==> config.mk <==
export PLATFORM = sky130hd
export DESIGN_NAME = hf_modem_status_deframer_unit
export DESIGN_NICKNAME = d
export VERILOG_FILES = /design/src/rtl/hmsd_pkg.sv /design/src/rtl/hmsd_front.sv /design/src/rtl/hmsd_back.sv /design/src/rtl/hf_modem_status_deframer_unit.sv
export SDC_FILE = /design/constraint.sdc
export NUM_CORES = 1
export LEC_CHECK = 0
export ABC_AREA = 1
export BUFFER_PORTS_ARGS = -buffer_cell sky130_fd_sc_hd__buf_2
export CORE_ASPECT_RATIO = 1.4
export CORE_MARGIN = 4
export CORE_UTILIZATION = 51
export CTS_CLUSTER_SIZE = 10
export DETAILED_ROUTE_END_ITERATION = 8
export GPL_ROUTABILITY_DRIVEN = 0
export HOLD_SLACK_MARGIN = 0.05
export PLACE_DENSITY = 0.8
export SETUP_SLACK_MARGIN = 0.3
export SLEW_MARGIN = 20
export SYNTH_ARGS = -nofsm -noshare
export SYNTH_HDL_FRONTEND = slang
export SYNTH_SLANG_ARGS = --single-unit
==> constraint.sdc <==
create_clock -name i_clk -period 2.4 [get_ports i_clk]
set_clock_uncertainty 0.1 [all_clocks]
set_input_delay 0.12 -clock i_clk [delete_from_list [all_inputs] [get_ports i_clk]]
set_output_delay 0.12 -clock i_clk [all_outputs]
set_load 0.005 [all_outputs]
==> src/rtl/hmsd_pkg.sv <==
// ----------------------------------------------------------------------------
// hmsd_pkg
// Shared types, codes and constants of the HF modem status deframer.
// ----------------------------------------------------------------------------
`default_nettype none

package hmsd_pkg;

    // Default depth of the command queue between the front and back ends
    localparam int unsigned QUEUE_DEPTH_DEF = 4;

    // Input kinds
    localparam logic [1:0] KIND_BYTE      = 2'd0;
    localparam logic [1:0] KIND_START     = 2'd1;
    localparam logic [1:0] KIND_FORCE_ISS = 2'd2;
    localparam logic [1:0] KIND_FORCE_IRS = 2'd3;

    // Result kinds
    localparam logic [2:0] OUT_DATA   = 3'd0;
    localparam logic [2:0] OUT_STATUS = 3'd1;
    localparam logic [2:0] OUT_MODE   = 3'd2;
    localparam logic [2:0] OUT_FSK    = 3'd3;
    localparam logic [2:0] OUT_CALLER = 3'd4;
    localparam logic [2:0] OUT_END    = 3'd5;

    // Session roles
    localparam logic [1:0] ROLE_STANDBY = 2'd0;
    localparam logic [1:0] ROLE_SENDING = 2'd1;
    localparam logic [1:0] ROLE_RECV    = 2'd2;

    // End reasons
    localparam logic [2:0] END_NONE       = 3'd0;
    localparam logic [2:0] END_DISCONNECT = 3'd1;
    localparam logic [2:0] END_LINK_FAIL  = 3'd2;
    localparam logic [2:0] END_MODEM_RST  = 3'd3;
    localparam logic [2:0] END_PROTOCOL   = 3'd4;

    // Stream bytes and status codes
    localparam logic [7:0] BYTE_PREFIX   = 8'h80;
    localparam logic [7:0] BYTE_ESCAPE   = 8'h81;
    localparam logic [7:0] BYTE_ZERO     = 8'h00;
    localparam logic [7:0] ST_FSK        = 8'h7a;
    localparam logic [7:0] ST_DISCONNECT = 8'h23;
    localparam logic [7:0] ST_LINK_FAIL  = 8'h24;
    localparam logic [7:0] ST_SIG_LOST   = 8'h25;
    localparam logic [7:0] ST_MODEM_RST  = 8'h09;
    localparam logic [7:0] ST_MODE       = 8'h2e;
    localparam logic [7:0] ST_CONNECT_A  = 8'h20;
    localparam logic [7:0] ST_CONNECT_B  = 8'h2b;
    localparam logic [7:0] FSK_ISS       = 8'h0e;
    localparam logic [7:0] FSK_IRS       = 8'h0f;

    // Register index of the bbs_session bit
    localparam logic REG_BBS_SESSION = 1'b0;

    typedef struct packed {
        logic [1:0] kind;
        logic [7:0] rx_byte;
    } t_in_item;

    typedef struct packed {
        logic [2:0] out_kind;
        logic [7:0] out_value;
        logic       call_last;
        logic [1:0] role_now;
        logic       link_connected;
        logic       session_done;
        logic [2:0] end_reason;
    } t_out_item;

    // Classified command handed from the front end to the back end
    typedef struct packed {
        logic       start;
        logic       set_role;
        logic [1:0] role;
        logic       is_byte;
        logic [7:0] rx_byte;
    } t_cmd;

    // Session phase, one-hot
    typedef enum logic [3:0] {
        SESS_IDLE      = 4'b0001,
        SESS_CALLED    = 4'b0010,
        SESS_CONNECTED = 4'b0100,
        SESS_FINISHED  = 4'b1000
    } t_sess;

    // Receive framing phase, one-hot
    typedef enum logic [11:0] {
        RX_NORMAL    = 12'b0000_0000_0001,
        RX_ESC       = 12'b0000_0000_0010,
        RX_PREFIX    = 12'b0000_0000_0100,
        RX_FSK_PFX   = 12'b0000_0000_1000,
        RX_FSK_CODE  = 12'b0000_0001_0000,
        RX_MODE_PFX  = 12'b0000_0010_0000,
        RX_MODE_CODE = 12'b0000_0100_0000,
        RX_MODE_END1 = 12'b0000_1000_0000,
        RX_MODE_END2 = 12'b0001_0000_0000,
        RX_END_PFX   = 12'b0010_0000_0000,
        RX_END_ZERO  = 12'b0100_0000_0000,
        RX_CALLER    = 12'b1000_0000_0000
    } t_rx;

endpackage

`default_nettype wire

==> src/rtl/hmsd_front.sv <==
// ----------------------------------------------------------------------------
// hmsd_front
// Accepts input items, classifies them into commands and queues them.
// ----------------------------------------------------------------------------
`default_nettype none

module hmsd_front
    import hmsd_pkg::*;
#(
    parameter int unsigned QUEUE_DEPTH = QUEUE_DEPTH_DEF
) (
    input  wire logic     i_clk,
    input  wire logic     i_rst_n,
    input  wire logic     i_in_valid,
    output logic          o_in_ready,
    input  wire t_in_item i_in_item,
    output logic          o_cmd_valid,
    input  wire logic     i_cmd_pop,
    output t_cmd          o_cmd
);

    localparam int unsigned PTR_W = (QUEUE_DEPTH > 1) ? $clog2(QUEUE_DEPTH) : 1;
    localparam int unsigned CNT_W = $clog2(QUEUE_DEPTH + 1);
    localparam logic [PTR_W-1:0] PTR_LAST = PTR_W'(QUEUE_DEPTH - 1);
    localparam logic [CNT_W-1:0] CNT_FULL = CNT_W'(QUEUE_DEPTH);

    t_cmd             r_queue [QUEUE_DEPTH];
    logic [PTR_W-1:0] r_wr_ptr, n_wr_ptr;
    logic [PTR_W-1:0] r_rd_ptr, n_rd_ptr;
    logic [CNT_W-1:0] r_count, n_count;
    t_cmd             w_cmd;
    logic             w_push;
    logic             w_pop;

    // Classify the incoming item
    always_comb begin
        w_cmd          = '0;
        w_cmd.rx_byte  = i_in_item.rx_byte;
        unique case (i_in_item.kind)
            KIND_BYTE:      w_cmd.is_byte = 1'b1;
            KIND_START:     w_cmd.start   = 1'b1;
            KIND_FORCE_ISS: begin
                w_cmd.set_role = 1'b1;
                w_cmd.role     = ROLE_SENDING;
            end
            KIND_FORCE_IRS: begin
                w_cmd.set_role = 1'b1;
                w_cmd.role     = ROLE_RECV;
            end
            default:        w_cmd.is_byte = 1'b1;
        endcase
    end

    assign o_in_ready  = (r_count != CNT_FULL);
    assign o_cmd_valid = (r_count != '0);
    assign o_cmd       = r_queue[r_rd_ptr];
    assign w_push      = i_in_valid && o_in_ready;
    assign w_pop       = i_cmd_pop && o_cmd_valid;

    // Advance the pointers and the fill count
    always_comb begin
        n_wr_ptr = r_wr_ptr;
        n_rd_ptr = r_rd_ptr;
        n_count  = r_count;
        if (w_push) begin
            n_wr_ptr = (r_wr_ptr == PTR_LAST) ? '0 : r_wr_ptr + 1'b1;
        end
        if (w_pop) begin
            n_rd_ptr = (r_rd_ptr == PTR_LAST) ? '0 : r_rd_ptr + 1'b1;
        end
        if (w_push && !w_pop) begin
            n_count = r_count + 1'b1;
        end else if (!w_push && w_pop) begin
            n_count = r_count - 1'b1;
        end
    end

    always_ff @(posedge i_clk) begin
        if (!i_rst_n) begin
            r_wr_ptr <= '0;
            r_rd_ptr <= '0;
            r_count  <= '0;
        end else begin
            r_wr_ptr <= n_wr_ptr;
            r_rd_ptr <= n_rd_ptr;
            r_count  <= n_count;
        end
    end

    // Store the classified command
    always_ff @(posedge i_clk) begin
        if (w_push) begin
            r_queue[r_wr_ptr] <= w_cmd;
        end
    end

endmodule

`default_nettype wire

==> src/rtl/hmsd_back.sv <==
// ----------------------------------------------------------------------------
// hmsd_back
// Runs the session and framing state machines on queued commands and holds
// the result in an output register.
// ----------------------------------------------------------------------------
`default_nettype none

module hmsd_back
    import hmsd_pkg::*;
(
    input  wire logic i_clk,
    input  wire logic i_rst_n,
    input  wire logic i_bbs_session,
    input  wire logic i_cmd_valid,
    output logic      o_cmd_pop,
    input  wire t_cmd i_cmd,
    output logic      o_out_valid,
    input  wire logic i_out_ready,
    output t_out_item o_out_item
);

    t_sess      r_sess, n_sess;
    t_rx        r_rx, n_rx;
    logic [7:0] r_pend_status, n_pend_status;
    logic [7:0] r_pend_mode, n_pend_mode;
    logic [1:0] r_role, n_role;
    logic       r_link, n_link;
    logic [2:0] r_end, n_end;
    logic       r_out_valid;
    t_out_item  r_out;

    logic       w_emit;
    logic [2:0] w_kind;
    logic [7:0] w_value;
    logic       w_last;
    logic [7:0] w_b;

    assign o_cmd_pop = i_cmd_valid && (!r_out_valid || i_out_ready);
    assign w_b       = i_cmd.rx_byte;

    // Step the state machines for one command
    always_comb begin
        n_sess        = r_sess;
        n_rx          = r_rx;
        n_pend_status = r_pend_status;
        n_pend_mode   = r_pend_mode;
        n_role        = r_role;
        n_link        = r_link;
        n_end         = r_end;
        w_emit        = 1'b0;
        w_kind        = OUT_DATA;
        w_value       = w_b;
        w_last        = 1'b0;
        if (o_cmd_pop) begin
            if (i_cmd.start) begin
                n_sess = SESS_CALLED;
                n_rx   = RX_NORMAL;
                n_link = 1'b0;
                n_end  = END_NONE;
            end else if (i_cmd.set_role) begin
                n_role = i_cmd.role;
            end else if (i_cmd.is_byte &&
                         (r_sess == SESS_CALLED || r_sess == SESS_CONNECTED)) begin
                unique case (r_rx)
                    RX_NORMAL: begin
                        if (w_b == BYTE_PREFIX) begin
                            n_rx = RX_PREFIX;
                        end else if (w_b == BYTE_ESCAPE) begin
                            n_rx = RX_ESC;
                        end else begin
                            w_emit = 1'b1;
                        end
                    end
                    RX_ESC: begin
                        n_rx   = RX_NORMAL;
                        w_emit = 1'b1;
                    end
                    RX_PREFIX: begin
                        n_rx = RX_NORMAL;
                        if (w_b == ST_FSK) begin
                            n_rx = RX_FSK_PFX;
                        end else if (w_b == ST_MODEM_RST) begin
                            n_sess = SESS_FINISHED;
                            n_end  = END_MODEM_RST;
                            w_emit = 1'b1;
                            w_kind = OUT_END;
                        end else begin
                            w_emit = 1'b1;
                            w_kind = OUT_STATUS;
                            if (w_b == ST_MODE) begin
                                n_rx = RX_MODE_PFX;
                            end else if (w_b == ST_DISCONNECT || w_b == ST_LINK_FAIL ||
                                         w_b == ST_SIG_LOST) begin
                                n_pend_status = w_b;
                                n_rx          = RX_END_PFX;
                            end else if ((w_b == ST_CONNECT_A || w_b == ST_CONNECT_B) &&
                                         (i_bbs_session || r_sess == SESS_CALLED)) begin
                                if (i_bbs_session) begin
                                    n_rx = RX_CALLER;
                                end else begin
                                    n_sess = SESS_CONNECTED;
                                    n_link = 1'b1;
                                end
                            end
                        end
                    end
                    RX_FSK_CODE: begin
                        if (w_b == FSK_ISS) begin
                            n_role = ROLE_SENDING;
                        end else if (w_b == FSK_IRS) begin
                            n_role = ROLE_RECV;
                        end
                        n_rx   = RX_NORMAL;
                        w_emit = 1'b1;
                        w_kind = OUT_FSK;
                    end
                    RX_MODE_CODE: begin
                        n_pend_mode = w_b;
                        n_rx        = RX_MODE_END1;
                    end
                    RX_FSK_PFX, RX_MODE_PFX, RX_MODE_END1, RX_END_PFX: begin
                        // Expect a prefix byte
                        if (w_b != BYTE_PREFIX) begin
                            n_sess = SESS_FINISHED;
                            n_rx   = RX_NORMAL;
                            n_end  = END_PROTOCOL;
                            w_emit = 1'b1;
                            w_kind = OUT_END;
                        end else if (r_rx == RX_FSK_PFX) begin
                            n_rx = RX_FSK_CODE;
                        end else if (r_rx == RX_MODE_PFX) begin
                            n_rx = RX_MODE_CODE;
                        end else if (r_rx == RX_MODE_END1) begin
                            n_rx = RX_MODE_END2;
                        end else begin
                            n_rx = RX_END_ZERO;
                        end
                    end
                    RX_MODE_END2, RX_END_ZERO: begin
                        // Expect the closing zero
                        n_rx = RX_NORMAL;
                        if (w_b != BYTE_ZERO) begin
                            n_sess = SESS_FINISHED;
                            n_end  = END_PROTOCOL;
                            w_emit = 1'b1;
                            w_kind = OUT_END;
                        end else if (r_rx == RX_MODE_END2) begin
                            w_emit  = 1'b1;
                            w_kind  = OUT_MODE;
                            w_value = r_pend_mode;
                        end else if (r_pend_status == ST_DISCONNECT ||
                                     r_pend_status == ST_LINK_FAIL) begin
                            n_sess  = SESS_FINISHED;
                            n_end   = (r_pend_status == ST_DISCONNECT) ?
                                      END_DISCONNECT : END_LINK_FAIL;
                            w_emit  = 1'b1;
                            w_kind  = OUT_END;
                            w_value = r_pend_status;
                        end
                    end
                    RX_CALLER: begin
                        if (w_b == BYTE_ZERO) begin
                            n_link = 1'b1;
                            n_rx   = RX_NORMAL;
                            w_emit = 1'b1;
                            w_kind = OUT_CALLER;
                            w_last = 1'b1;
                        end else if (w_b != BYTE_PREFIX) begin
                            w_emit = 1'b1;
                            w_kind = OUT_CALLER;
                        end
                    end
                    default: n_rx = RX_NORMAL;
                endcase
            end
        end
    end

    always_ff @(posedge i_clk) begin
        if (!i_rst_n) begin
            r_sess        <= SESS_IDLE;
            r_rx          <= RX_NORMAL;
            r_pend_status <= '0;
            r_pend_mode   <= '0;
            r_role        <= ROLE_STANDBY;
            r_link        <= 1'b0;
            r_end         <= END_NONE;
            r_out_valid   <= 1'b0;
        end else begin
            r_sess        <= n_sess;
            r_rx          <= n_rx;
            r_pend_status <= n_pend_status;
            r_pend_mode   <= n_pend_mode;
            r_role        <= n_role;
            r_link        <= n_link;
            r_end         <= n_end;
            if (o_cmd_pop && w_emit) begin
                r_out_valid <= 1'b1;
            end else if (i_out_ready) begin
                r_out_valid <= 1'b0;
            end
        end
    end

    // Load the result with the state after the step
    always_ff @(posedge i_clk) begin
        if (o_cmd_pop && w_emit) begin
            r_out.out_kind       <= w_kind;
            r_out.out_value      <= w_value;
            r_out.call_last      <= w_last;
            r_out.role_now       <= n_role;
            r_out.link_connected <= n_link;
            r_out.session_done   <= (n_sess == SESS_FINISHED);
            r_out.end_reason     <= n_end;
        end
    end

    assign o_out_valid = r_out_valid;
    assign o_out_item  = r_out;

endmodule

`default_nettype wire

==> src/rtl/hf_modem_status_deframer_unit.sv <==
// ----------------------------------------------------------------------------
// hf_modem_status_deframer_unit
// Splits the modem receive stream into data bytes and status frames.
// ----------------------------------------------------------------------------
//  channel  | direction | handshake              | payload
//  ---------+-----------+------------------------+-------------------------
//  in       | input     | i_in_valid/o_in_ready  | i_in_item (t_in_item)
//  out      | output    | o_out_valid/i_out_ready| o_out_item (t_out_item)
//  config   | input     | psel/penable/pready    | paddr, pwdata, prdata
//
// One item per cycle sustained while the output side does not stall; an item
// is written into the queue, then popped and stepped into the output register.
// Reset is synchronous and clears the queue, the session state and the
// bbs_session register. The queue absorbs up to QUEUE_DEPTH items while
// the output side stalls; the input stalls only when the queue is full.
// ----------------------------------------------------------------------------
`default_nettype none

module hf_modem_status_deframer_unit
    import hmsd_pkg::*;
#(
    parameter int unsigned QUEUE_DEPTH = QUEUE_DEPTH_DEF
) (
    input  wire logic        i_clk,
    input  wire logic        i_rst_n,
    input  wire logic        i_in_valid,
    output logic             o_in_ready,
    input  wire t_in_item    i_in_item,
    output logic             o_out_valid,
    input  wire logic        i_out_ready,
    output t_out_item        o_out_item,
    input  wire logic        psel,
    input  wire logic        penable,
    input  wire logic        pwrite,
    input  wire logic [2:0]  paddr,
    input  wire logic [31:0] pwdata,
    output logic [31:0]      prdata,
    output logic             pready
);

    logic r_bbs;
    logic w_cmd_valid;
    logic w_cmd_pop;
    t_cmd w_cmd;

    // Register write and read-back
    assign pready = 1'b1;
    assign prdata = (paddr[2] == REG_BBS_SESSION) ? {31'b0, r_bbs} : '0;

    always_ff @(posedge i_clk) begin
        if (!i_rst_n) begin
            r_bbs <= 1'b0;
        end else if (psel && penable && pwrite && pready &&
                     paddr[2] == REG_BBS_SESSION) begin
            r_bbs <= pwdata[0];
        end
    end

    hmsd_front #(
        .QUEUE_DEPTH(QUEUE_DEPTH)
    ) u_front (
        .i_clk      (i_clk),
        .i_rst_n    (i_rst_n),
        .i_in_valid (i_in_valid),
        .o_in_ready (o_in_ready),
        .i_in_item  (i_in_item),
        .o_cmd_valid(w_cmd_valid),
        .i_cmd_pop  (w_cmd_pop),
        .o_cmd      (w_cmd)
    );

    hmsd_back u_back (
        .i_clk        (i_clk),
        .i_rst_n      (i_rst_n),
        .i_bbs_session(r_bbs),
        .i_cmd_valid  (w_cmd_valid),
        .o_cmd_pop    (w_cmd_pop),
        .i_cmd        (w_cmd),
        .o_out_valid  (o_out_valid),
        .i_out_ready  (i_out_ready),
        .o_out_item   (o_out_item)
    );

endmodule

`default_nettype wire

; ---- After elaboration in Yosys (flattened, before gate mapping)
; Memory sizes are Yosys's and may differ from the RTL's. A register that Yosys moved wholly into a read port is not among the register bits.
; Index checks and enable logic that the tools add are counted.
[totals]
out_inout_bits = 54
memories = 1
mem_bits_rw = 52
in_bits = 52
ff_bits = 66
wordCells = 216
[classes]
add_sub_neg = 4
n_bitwise = 9
reduce_logical = 36
muxes = 108
n_eq_ne = 39
[mem_list]
columns = memory, depth, word_bits, rd, rd_clocked_by_memory_dff, wr, line
row1 = u_front.r_queue, 4, 13, 1, 1, 1, hmsd_front.sv:27  ; t_cmd r_queue [QUEUE_DEPTH];
[op_table]
columns = op, n
row1 = $mux 12, 15
row2 = $eq 8x6->1 const B, 8
row3 = $mux 8, 8
row4 = $mux 3, 20
row5 = $pmux 12 s5, 1
row6 = $mux 4, 14
row7 = $mux 1, 31
row8 = $eq 8x4->1 const B, 3
row9 = $mux 2, 12
row10 = $eq 8x8->1 const B, 2
row11 = $pmux 3 s5, 1
row12 = $eq 12x1->1 const B, 1
row13 = $eq 12x10->1 const B, 1
row14 = $eq 12x11->1 const B, 1
row15 = $eq 12x12->1 const B, 1
row16 = $eq 12x2->1 const B, 1
row17 = $eq 12x3->1 const B, 1
row18 = $eq 12x4->1 const B, 1
row19 = $eq 12x5->1 const B, 1
row20 = $eq 12x6->1 const B, 1
row21 = $eq 12x7->1 const B, 1
row22 = $eq 12x8->1 const B, 1
row23 = $eq 12x9->1 const B, 1
row24 = $pmux 4 s3, 1
row25 = 33 further kinds, 68

; ---- Longest topological paths before layout
; Gate-level depths: netlist of the first run.
[depth]
ltp_word = 14
mapped_depth = 18
ltp_nobuf = 16

; ---- By module
; From an unflattened synthesis of the first run, not the netlist that was laid out.
[hier_totals]
hier_cells = 703
hier_area_um2 = 6135.9
[by_module_without_submodules]
columns = module, area_per_inst_um2, seq_area_each_um2, instances, cells_each
row1 = hmsd_back, 3303.2, 1351.3, 1, 453
row2 = hmsd_front, 2518.7, 1741.7, 1, 204
row3 = hf_modem_status_deframer_unit, 314.1, 20.0, 1, 46

; ---- Worst setup path after synthesis of the first run
; Ideal clock, no wire load.
[synth_path]
path_kind = register to register
from = register with a tool-made name
to = register u_back.r_out, in the netlist u_back.o_out_item[0], enable pin
path_stages_with_launch = 16
t_arrival_ns = 1.995
t_required_ns = 1.926
path_slack_ns = -0.069
synth_period_minus_slack_ns = 2.469
n_path_buf = 2
path_cell_list = dfxtp_1 > buf_6 > inv_6 > buf_6 > nand2_1 > nand3_1 > nand2_2 > nand2_4 > inv_1 > nand2_1 > nor2_4 > or2_2 > nand3_1 > nand3b_1 > nand2_1 > inv_1
[synth_rtl]
columns = element, line
row1 = end: declaration, hmsd_back.sv:30  ; t_out_item r_out;

==> qor.yml, run 1 <==
status: "finished, violations left"
failed_checks: "setup timing"
syn_area_um2: 6070
drt_wl_total_um: 18200
synth_top_cells_by_area: "sky130_fd_sc_hd__edfxtp_1, sky130_fd_sc_hd__dfxtp_1, sky130_fd_sc_hd__nand2_1"
final_layout_size_suffix_gt1_share_pct: 40.4
crit_slowest_cell: "sky130_fd_sc_hd__dfxtp_4"
yosys.area_share.xor_xnor_pct: 0.144
timing.final.ws_setup_ns: -0.0309
area_delta_synth_final_pct: 35.1
synth_edf_count: 71
grt_pass1_vias: 5360
netlist_instances: 677
reported_leakage_power_nw: 3.46
path_clk_slew_ns: 0.05
insertedDiodeCount: 0
synth_most_common_cell: "sky130_fd_sc_hd__nand2_1"
max_clock_freq_ghz: 0.411
drv.max_cap_violation_count: 0
dr.max_layer_used: "met4"
timing.hold.worst_endpoint: "u_back.r_sess[0]"
synth_sequential_area_ratio_pct: 51.3
setup.worst_path.end_class: "flip-flop"
post-place-ws_ns: -0.000189
cell_type_contributing_the_most_total_cell_area_after_synthesis: "sky130_fd_sc_hd__edfxtp_1"
place_inst: 880
post_synth_and_or_nand_nor_area_fraction_pct: 24.7
ys_types: 51
core_region_area_um2: 11500
drt-vias-per-instance: 5.85
drv_slew: 0
cp-start-kind: "flip-flop"
synth_top_family_by_area: "simple AND/OR/NAND/NOR gates"
remaining_overflow_grt: 0
ctsRootBufferMaster: "sky130_fd_sc_hd__clkbuf_16"
max-clock-path-buffers: 2
timing_hold_violations_final: 0
crit_path_max_fanout: 19
design.final.nets: 872
design.die.area_um2: 13700
first_pass_grt_wire_length_um: 25300
post_layout_nonfiller_instances: 970
met3WireLength_um: 1480
cts_max_level: 4
die_height_um: 137
rsz0062_at_grt: "true"
timing.critical_path.slowest_cell_delay_ns: 0.42
vdd_drop_max_uv: 684
antenna_found_initial: 0
boundaryPins: 106
wl_met1_um: 6060
drc: 0
synth_flop_cell: "sky130_fd_sc_hd__edfxtp_1"
worstPathCellList: "buf_6 > nand2_1 > nand3_2 > nand2_4 > inv_2 > nand2_2 > nor2_1 > nand2_2 > nand2_2 > nand2_1 > nor2_2 > nand3b_1 > nand2_2 > clkinvlp_4 > buf_12"
tritoncts_clock_tree: "yes"
postSynth.asyncResetShare_pct: 0
cp.buffers_inverters: 4
final_util_pct: 71.3
tritoncts_num_sinks: 120
report.power.total_mw: 9.79
synth_common_cells: "sky130_fd_sc_hd__nand2_1, sky130_fd_sc_hd__nor2_1, sky130_fd_sc_hd__edfxtp_1"
finalWorstPathRequiredPeriod_ns: 2.43
kind_of_path_behind_the_tightest_hold_check: "in -> reg"
tightest_pin_transition_ns: 0.843
port_buffers: 40
worst-endpoint-required_ns: 2.47
power_density_nw_per_um2: 1190
synth_mux_area_share_pct: 0
grt_max_degree: 28
worst-endpoint-arrival_ns: 2.50
worstSkewPairLatency_ns: 0.42
met2RoutedLength_um: 9270
setup_total_negative_slack_ns: -0.525
groute.usage.overall_pct: 23.7
finalCritPeriodShare_pct: 101
synth_compound_area_share_pct: 11.5
reg2reg_setup_slack_ns: -0.03
synth-seq-cells: 120
row_count: 46
postRouteAntennaNets: 0
crit_path_frequent_cell: "sky130_fd_sc_hd__nand2_2"
via_count: 5679
synth_area_per_cell_um2: 8.97
critical_path_class: "reg -> reg"
timing.hold.worst.start: "i_rst_n"
synth_top_cell_area_share_pct: 35.1
inserted_clock_buffers: 17
die_x_um: 100
drt_pre_antenna_iters: 6
hpwl_um: 10200
start_util_pct: 52.8
hold_path_depth: 3
drt_iter0_drc: 543
timing.max_slew.rel_slack_pct: 43.8
ys.warnings.count: 0
yosys.area_share.adder_pct: 1.57
top_cell_family_by_delay_on_the_critical_path: "simple AND/OR/NAND/NOR gates"
avgRoutedWirePerCell_um: 18.8
setup_viol_count_final: 19
r2r.worst_path.cells: 15
r2r-end: "u_back.o_out_item[7]"
report_power, final:
group | internal [mW] | switching, mW
Sequential | 2.50 | 0.254
Combinational | 1.77 | 2.73
Clock | 1.62 | 0.908
metal layers:
layer	global-route usage [%]	up-vias
met5	0	-
met3	5.41	149
met2	42.6	387
met1	23.4	2655
li1	-	2488
met4	17.8	0
worst register-to-register path: stages (launching register included):
cell and delay, ns:
sky130_fd_sc_hd__dfxtp_4 0.42, sky130_fd_sc_hd__buf_6 0.14, sky130_fd_sc_hd__nand2_1 0.07, sky130_fd_sc_hd__nand3_2 0.11, sky130_fd_sc_hd__nand2_4 0.08, sky130_fd_sc_hd__inv_2 0.08
sky130_fd_sc_hd__nand2_2 0.07, sky130_fd_sc_hd__nor2_1 0.19, sky130_fd_sc_hd__nand2_2 0.11, sky130_fd_sc_hd__nand2_2 0.11, sky130_fd_sc_hd__nand2_1 0.07, sky130_fd_sc_hd__nor2_2 0.14
sky130_fd_sc_hd__nand3b_1 0.11, sky130_fd_sc_hd__nand2_2 0.12, sky130_fd_sc_hd__clkinvlp_4 0.11, sky130_fd_sc_hd__buf_12 0.17
what timing repair did:
| item | CTS | global route |
|---|---|---|
| endpoints found under the hold margin | 54 | 2 |
| buffers inserted | 21 | 23 |
| pin swaps | 14 | 42 |
| hold buffers | 13 | 1 |
| gates resized for setup | 64 | 117 |
| cloned | 0 | 0 |
| setup endpoints to repair | 67 | 76 |
sequential cells by signal (all words and copies together), names as in the netlist, named ones only:
name and cells:
u_front.r_rd_ptr 2, r_bbs 1, u_front.r_wr_ptr 2, u_back.r_end 3, u_front.r_queue 52, u_back.r_role 2
u_back.o_out_item 19, u_back.o_out_valid 1, u_back.r_sess 4, u_back.r_link 1, u_back.r_pend_mode 8, u_back.r_rx 12
u_back.r_pend_status 8, u_front.r_count 3
area by class of cell:
class	count	area, um2
multi-input combinational	463	2930
tap	144	180
inverter	74	309
fill	739	3310
clock inverter	13	155
sequential	120	3130
timing repair buffer	137	1070
clock buffer	19	433
per-stage QoR:
stage / hold WS [ns] / cell area (um2)
2_1_floorplan: 0.119 / 6220
3_3_place_gp: 0.230 / 6540
3_5_place_dp: 0.238 / 6540
4_1_cts: 0.0504 / 7610
5_1_grt: 0.102 / 8200
6_report: 0.0764 / 8200
logic make-up after synthesis:
family	after synthesis
AO/OA/AOI/OAI	114
adder cells (fa/ha/maj)	7
AND/OR/NAND/NOR	309
flip-flops	120
buffers and inverters	124
XOR/XNOR	1
other	2
placed cells by master, fill, tap and decap left out, types with 9 or more instances in the layout:
master	n
sky130_fd_sc_hd__nor3_1	9
sky130_fd_sc_hd__buf_2	40
sky130_fd_sc_hd__a21oi_2	12
sky130_fd_sc_hd__clkbuf_16	17
sky130_fd_sc_hd__inv_1	50
sky130_fd_sc_hd__nand2_2	42
sky130_fd_sc_hd__nand2_4	18
sky130_fd_sc_hd__nand3_2	23
sky130_fd_sc_hd__buf_6	15
sky130_fd_sc_hd__dfxtp_1	38
sky130_fd_sc_hd__dlygate4sd3_1	14
sky130_fd_sc_hd__inv_2	15
sky130_fd_sc_hd__nand4_1	9
sky130_fd_sc_hd__edfxtp_1	71
sky130_fd_sc_hd__a21oi_1	26
sky130_fd_sc_hd__o21ai_1	12
sky130_fd_sc_hd__o21ai_0	34
sky130_fd_sc_hd__nand3_1	18
sky130_fd_sc_hd__nor2_1	58
sky130_fd_sc_hd__nor2_4	19
sky130_fd_sc_hd__nand2_1	89
sky130_fd_sc_hd__conb_1	32
sky130_fd_sc_hd__dfxtp_2	9
sky130_fd_sc_hd__buf_4	64
how the worst max path moves through the flow:
| stage | endpoint | slack [ns] | cells after the start |
|---|---|---|---|
| finish | u_back.o_out_item[7] | -0.03 | 15 |
| global route | u_back.o_out_item[1] | -0.13 | 16 |
| CTS | u_back.o_out_item[3] | 0.14 | 15 |
| detailed placement | u_back.o_out_item[5] | -0.0002 | 15 |
| global placement | u_back.o_out_item[5] | 0.06 | 14 |
| floorplan | u_back.o_out_item[0] | 0.08 | 17 |
Note: power is estimated with default switching activity, not from simulation.
==> inputs of run 2 (changes only) <==
--- a/config.mk
+++ b/config.mk
@@ -20,3 +20,4 @@
 export SYNTH_ARGS = -nofsm -noshare
 export SYNTH_HDL_FRONTEND = slang
 export SYNTH_SLANG_ARGS = --single-unit
+export TNS_END_PERCENT = 5
==> constraint.sdc (replaced) <==
create_clock -name i_clk -period 2.4 [get_ports i_clk]
set_clock_uncertainty 0.1 [all_clocks]
set_input_delay 0.48 -clock i_clk [delete_from_list [all_inputs] [get_ports i_clk]]
set_output_delay 0.48 -clock i_clk [all_outputs]
set_load 0.005 [all_outputs]
==> run 2 against run 1 <==
Effect of this change: the run still ends with setup timing left; clock-buffer cell count shrank 2; combinational power shrank 17%; worst setup slack lost 0.11 ns; core utilization shrank 5.0 points; via count shrank 7.4%; clock power is essentially flat; sequential cell count is the same; register-to-register slack lost 0.11 ns; sequential power shrank 3%; first-iteration DRC count shrank 21%; sequential share of layout area grew 2.7 points; critical path depth shrank 1; critical endpoint is now u_back.o_out_item[14]; largest cell class unchanged.
==> qor.yml, run 2 (same netlist as run 1, synthesis figures left out) <==
path_clk_slew_ns: 0.06  # about the same
multiInputGateArea_um2: 2690  # -8.0%
drt_pre_antenna_iters: 6  # unchanged
reported_leakage_power_nw: 3.23  # -6.6%
power_density_nw_per_um2: 1170  # -1.9%
tritoncts_num_sinks: 120  # unchanged
cts_max_level: 4  # unchanged
rsz0062_at_grt: "true"
setup_total_negative_slack_ns: -2.53  # -2.01 ns
finalCritPeriodShare_pct: 106  # +4.5 points
antenna_found_initial: 0  # unchanged
remaining_overflow_grt: 0  # unchanged
inserted_clock_buffers: 17  # unchanged
ctsRootBufferMaster: "sky130_fd_sc_hd__clkbuf_16"
r2r-end: "u_back.o_out_item[14]"
row_count: 46  # unchanged
timing.hold.ws_ns: 0.163  # +0.0862 ns
die_x_um: 100  # unchanged
max-clock-path-buffers: 2  # unchanged
status: "finished, violations left"
kind_of_path_behind_the_tightest_hold_check: "in -> reg"
reg2reg_setup_slack_ns: -0.14  # -0.11 ns
crit_path_max_fanout: 8  # -11
port_buffers: 40  # unchanged
timing_hold_violations_final: 0  # unchanged
failed_checks: "setup timing"
setup.worst_path.end_class: "flip-flop"
avgRoutedWirePerCell_um: 17.0  # -9.4%
drt-vias-per-instance: 5.63  # -3.8%
largest_register_ff_count: 52  # unchanged
design.die.area_um2: 13700  # unchanged
critical_path_class: "reg -> reg"
insertedDiodeCount: 0  # unchanged
tightest_pin_transition_ns: 0.773  # -0.0703 ns
via_count: 5261  # -7.4%
drc: 0  # unchanged
area_delta_synth_final_pct: 25.6
timing.max_slew.rel_slack_pct: 48.4  # +4.7 points
final_layout_size_suffix_gt1_share_pct: 32.8  # -7.7 points
first_pass_grt_wire_length_um: 23400  # -7.4%
met1_usage_pct: 21.4  # -2.0 points
critPathCapture: "u_back.o_out_item[14]"
globalRouteMet2Util_pct: 40.4  # -2.2 points
layout.cells.most_common_list: "sky130_fd_sc_hd__nand2_1, sky130_fd_sc_hd__edfxtp_1, sky130_fd_sc_hd__nor2_1"
layout.cells.most_common: "sky130_fd_sc_hd__nand2_1"
grt_util_met3_pct: 7.39  # +2.0 points
timing.final.ws_setup_ns: -0.139  # -0.108 ns
setup_viol_count_final: 23  # +4
tritoncts_clock_tree: "yes"
die_height_um: 137  # unchanged
hpwl_um: 9950  # -2.5%
grt_busiest_layer: "met2"
cp-start-kind: "flip-flop"
postRouteAntennaNets: 0  # unchanged
max_clock_freq_ghz: 0.394  # -4.3%
start_util_pct: 52.8  # unchanged
finalWorstPathRequiredPeriod_ns: 2.54  # +0.108 ns
design.final.nets: 836  # -4.1%
r2r.worst_path.cells: 14  # -1
groute.usage.overall_pct: 22.3  # -1.5 points
drt_wl_total_um: 15900  # -13%
grt_pass1_vias: 5093  # -5.0%
drt_iter0_drc: 430  # -21%
core_region_area_um2: 11500  # unchanged
worst-endpoint-required_ns: 2.49  # +0.02 ns
grt_max_degree: 28  # unchanged
top_register: "u_front.r_queue"
drv.max_cap_violation_count: 0  # unchanged
area_of_all_sequential_standard_cells_um2: 3120  # -0.40%
vdd_drop_max_uv: 696  # +1.8%
worstSkewPairLatency_ns: 0.43  # about the same
boundaryPins: 106  # unchanged
drv_slew: 0  # unchanged
worst-endpoint-arrival_ns: 2.63  # +0.13 ns
num-fill-cells: 822  # +11%
-- run 2: changes by cell type in the layout (fill, tap and decap cells not counted), moves of 11 or more --
cell / delta
sky130_fd_sc_hd__nand2_1: +18
sky130_fd_sc_hd__dlygate4sd3_1: -14
sky130_fd_sc_hd__nand2_2: -14
sky130_fd_sc_hd__buf_4: -13
sky130_fd_sc_hd__buf_6: -11
sky130_fd_sc_hd__o21ai_1: +11
-- run 2: cell type report --
cell class | count | area share (%)
timing repair buffer | 101 | 10.0
clock inverter | 15 | 1.97
multi-input combinational | 463 | 35.3
sequential | 120 | 40.9
clock buffer | 17 | 5.58
tap | 144 | 2.36
inverter | 74 | 3.92
-- run 2: critical path: stages (launching register included) --
cell                         delay, ns
sky130_fd_sc_hd__dfxtp_4          0.37
sky130_fd_sc_hd__buf_6            0.13
sky130_fd_sc_hd__buf_16           0.13
sky130_fd_sc_hd__nand2_1          0.07
sky130_fd_sc_hd__nand3_2          0.10
sky130_fd_sc_hd__nand2_4          0.11
sky130_fd_sc_hd__nand2_4          0.08
sky130_fd_sc_hd__nor2_4           0.16
sky130_fd_sc_hd__nand2_8          0.10
sky130_fd_sc_hd__o21ai_2          0.14
sky130_fd_sc_hd__nand3_1          0.09
sky130_fd_sc_hd__nand3b_1         0.20
sky130_fd_sc_hd__nand2_2          0.14
sky130_fd_sc_hd__clkinvlp_4       0.16
sky130_fd_sc_hd__clkbuf_16        0.20
-- run 2: power breakdown --
part / internal (mW) / switching (mW) / leakage (nW)
registers: 2.49 / 0.194 / 1.05
logic: 1.40 / 2.35 / 1.89
clock network: 1.52 / 0.974 / 0.287
-- run 2: per-layer routing --
metal	share of wire (%)	wire (um)
met3	7.2	1150
met2	53	8370
met4	6.0	952
met5	0	0
met1	34	5450
-- run 2: how the worst min path moves through the flow --
stage,startpoint,endpoint,slack [ns],cells past startpoint
after floorplan,u_back.r_pend_status[6],u_back.r_pend_status[6],0.32,2
after global placement,u_back.r_pend_status[6],u_back.r_pend_status[6],0.33,2
after detailed placement,u_back.r_pend_status[6],u_back.r_pend_status[6],0.34,2
after CTS,i_in_item[3],u_front.r_queue[0][3],0.16,1
after global routing,i_in_item[0],u_front.r_queue[0][0],0.16,1
final,i_in_item[3],u_front.r_queue[2][3],0.16,1
-- run 2: repair_timing --
action | CTS | global route
endpoints found under the setup margin | 75 | 78
hold endpoints to repair | 0 | 0
gates cloned | 1 | 3
pin swaps | 11 | 33
setup buffers | 5 | 12
resized for setup | 38 | 65
hold buffers | 0 | 0
-- run 2: metrics by stage --
step	setup slack (ns)	utilization, %	total power [mW]	area, um2	cells
2_1_floorplan	0.0695	-	4.85	6200	707
3_3_place_gp	-0.00622	56.9	5.50	6550	881
3_5_place_dp	-0.0632	56.9	5.64	6550	881
4_1_cts	-0.0367	63.2	8.37	7280	919
5_1_grt	-0.258	66.3	9.33	7630	934
6_report	-0.139	66.3	8.93	7630	934
==> inputs of run 3 (changes only) <==
--- a/config.mk
+++ b/config.mk
@@ -9,12 +9,12 @@
 export BUFFER_PORTS_ARGS = -buffer_cell sky130_fd_sc_hd__buf_2
 export CORE_ASPECT_RATIO = 1.4
 export CORE_MARGIN = 4
-export CORE_UTILIZATION = 51
+export CORE_UTILIZATION = 41
 export CTS_CLUSTER_SIZE = 10
 export DETAILED_ROUTE_END_ITERATION = 8
 export GPL_ROUTABILITY_DRIVEN = 0
 export HOLD_SLACK_MARGIN = 0.05
-export PLACE_DENSITY = 0.8
+export PLACE_DENSITY = 0.67
 export SETUP_SLACK_MARGIN = 0.3
 export SLEW_MARGIN = 20
 export SYNTH_ARGS = -nofsm -noshare
==> run 3 against run 2 <==
Effect of this change: the run still ends with setup timing left; non-clock buffer count is 12 higher; sequential share of layout area fell by 0.61 points; die area up 23%; sequential power hardly changed; register-to-register slack better by 0.11 ns; critical path type unchanged; critical endpoint is now u_back.o_out_item[7]; highest routed layer unchanged.
==> qor.yml, run 3 (same netlist as run 1, synthesis figures left out) <==
setup_viol_count_final: 19  # -17%
timing.max_slew.rel_slack_pct: 50.9  # +2.5 points
boundaryPins: 106  # unchanged
postRouteAntennaNets: 0  # unchanged
drt_wl_total_um: 14300  # -10%
die_height_um: 152  # +11%
layout.cells.most_common: "sky130_fd_sc_hd__nand2_1"
kind_of_path_behind_the_tightest_hold_check: "in -> reg"
inserted_clock_buffers: 17  # unchanged
drv_slew: 0  # unchanged
setup.worst_path.end_class: "flip-flop"
vdd_drop_max_uv: 514  # -26%
placedInstanceArea_um2: 6810  # +3.9%
hold_path_depth: 1  # unchanged
worstSkewPairLatency_ns: 0.41  # -0.02 ns
layout.cells.most_common_list: "sky130_fd_sc_hd__nand2_1, sky130_fd_sc_hd__edfxtp_1, sky130_fd_sc_hd__nor2_1"
start_util_pct: 41.9  # -11 points
area_delta_synth_final_pct: 27.5
r2r.worst_path.cells: 17  # +3
num-fill-cells: 1267  # +54%
antenna_found_initial: 0  # unchanged
grt_max_degree: 28  # unchanged
grt_pass1_vias: 4799  # -5.8%
first_pass_grt_wire_length_um: 23000  # -1.5%
rsz0062_at_grt: "true"
design.final.nets: 848  # +1.4%
multiInputGateArea_um2: 2590  # -3.8%
timing.final.ws_setup_ns: -0.0334  # +0.106 ns
avgRoutedWirePerCell_um: 14.4  # -15%
timing.hold.worst_endpoint: "u_front.r_queue[3][7]"
tightest_pin_transition_ns: 0.735  # -0.0375 ns
finalWorstPathRequiredPeriod_ns: 2.43  # -0.106 ns
timing_hold_violations_final: 0  # unchanged
port_buffers: 40  # unchanged
cp-start-kind: "flip-flop"
row_count: 52  # +13%
status: "finished, violations left"
cts_max_level: 4  # unchanged
finalCritPeriodShare_pct: 101  # -4.4 points
final_cell_area_um2: 7750  # +1.5%
final_layout_size_suffix_gt1_share_pct: 30.8  # -2.0 points
remaining_overflow_grt: 0  # unchanged
failed_checks: "setup timing"
tritoncts_num_sinks: 120  # unchanged
worst-endpoint-required_ns: 2.47  # -0.02 ns
via_count: 4814  # -8.5%
groute.usage.overall_pct: 17.1  # -5.1 points
tritoncts_clock_tree: "yes"
drt-vias-per-instance: 4.86  # -14%
holdBufCountCts: 0  # unchanged
report.power.total_mw: 9.12  # +2.1%
max-clock-path-buffers: 2  # unchanged
post-place-ws_ns: -0.0619  # +0.00134 ns
drv.max_cap_violation_count: 0  # unchanged
critical_path_class: "reg -> reg"
max_clock_freq_ghz: 0.411  # +4.3%
timing.hold.worst.start: "i_in_item[7]"
worst-endpoint-arrival_ns: 2.51  # -0.12 ns
hpwl_um: 10000  # +0.98%
r2r-end: "u_back.o_out_item[7]"
largest_register_ff_count: 52  # unchanged
ctsRootBufferMaster: "sky130_fd_sc_hd__clkbuf_16"
drt_iter0_drc: 219  # -49%
reported_leakage_power_nw: 3.30  # +2.1%
top_register: "u_front.r_queue"
path_clk_slew_ns: 0.06  # about the same
design.die.area_um2: 16900  # +23%
drt_pre_antenna_iters: 7  # +1
insertedDiodeCount: 0  # unchanged
area_of_all_sequential_standard_cells_um2: 3120  # unchanged
die_x_um: 111  # +11%
power_density_nw_per_um2: 1180  # +0.60%
reg2reg_setup_slack_ns: -0.03  # +0.11 ns
drc: 0  # unchanged
crit_path_max_fanout: 11  # +3
core_region_area_um2: 14500  # +26%
-- run 3: where the power goes --
part	switching, mW	total (mW)	internal, mW
Sequential	0.164	2.66	2.49
Clock	0.943	2.89	1.95
Combinational	2.14	3.57	1.43
Total	3.25	9.12	5.87
-- run 3: routing by layer --
| layer | global-route usage [%] | share of wire (%) | vias up |
|---|---|---|---|
| met1 | 18.0 | 39 | 2213 |
| met2 | 31.6 | 53 | 129 |
| met5 | 0 | 0 | - |
| li1 | - | - | 2425 |
| met4 | 9.92 | 4.6 | 0 |
| met3 | 3.26 | 3.6 | 47 |
-- run 3: layout make-up --
cell class | instances | area share [%]
well taps | 189 | 3.05
multi-input cells | 463 | 33.4
clock inverters | 15 | 3.18
flip-flops and latches | 120 | 40.3
repair buffers | 113 | 10.8
inverters | 74 | 3.76
clock buffers | 17 | 5.49
-- run 3: worst max-delay path: stages (launching register included) --
cell	delay, ns
sky130_fd_sc_hd__dfxtp_4	0.36
sky130_fd_sc_hd__buf_12	0.14
sky130_fd_sc_hd__buf_12	0.14
sky130_fd_sc_hd__nand2_4	0.05
sky130_fd_sc_hd__nand3_2	0.09
sky130_fd_sc_hd__nand2_4	0.12
sky130_fd_sc_hd__nand2_4	0.08
sky130_fd_sc_hd__inv_2	0.07
sky130_fd_sc_hd__nand2_2	0.06
sky130_fd_sc_hd__nor2_4	0.17
sky130_fd_sc_hd__inv_2	0.05
sky130_fd_sc_hd__nand2_1	0.08
sky130_fd_sc_hd__inv_2	0.05
sky130_fd_sc_hd__nor2_2	0.12
sky130_fd_sc_hd__nand3b_1	0.11
sky130_fd_sc_hd__nand2_2	0.12
sky130_fd_sc_hd__clkinvlp_4	0.12
sky130_fd_sc_hd__buf_12	0.16
-- run 3: how the worst max path moves through the flow --
stage	slack, ns	cells past startpoint	end	from
3_3_place_gp	-0.04	14	u_back.o_out_item[6]	flip-flop
3_5_place_dp	-0.06	16	u_back.o_out_item[5]	flip-flop
4_1_cts	0.02	15	u_back.o_out_item[7]	flip-flop
2_1_floorplan	0.07	17	u_back.o_out_item[0]	flip-flop
6_report	-0.03	17	u_back.o_out_item[7]	flip-flop
5_1_grt	-0.17	15	u_back.o_out_item[3]	u_back.r_rx[10]
-- run 3: what timing repair did --
item	4_1_cts	5_1_grt
cloned	1	0
pin swaps	5	5
setup endpoints to repair	72	76
buffers inserted	5	2
gates resized for setup	29	25
-- run 3: per-stage QoR --
step	TNS (ns)	instances	utilization (%)	hold WS, ns
floorplan	0	707	-	0.324
finish	-0.431	991	53.4	0.177
global route	-3.79	991	53.4	0.171
global placement	-0.441	951	46.9	0.339
CTS	0	989	52.7	0.166
detailed placement	-0.921	951	46.9	0.342
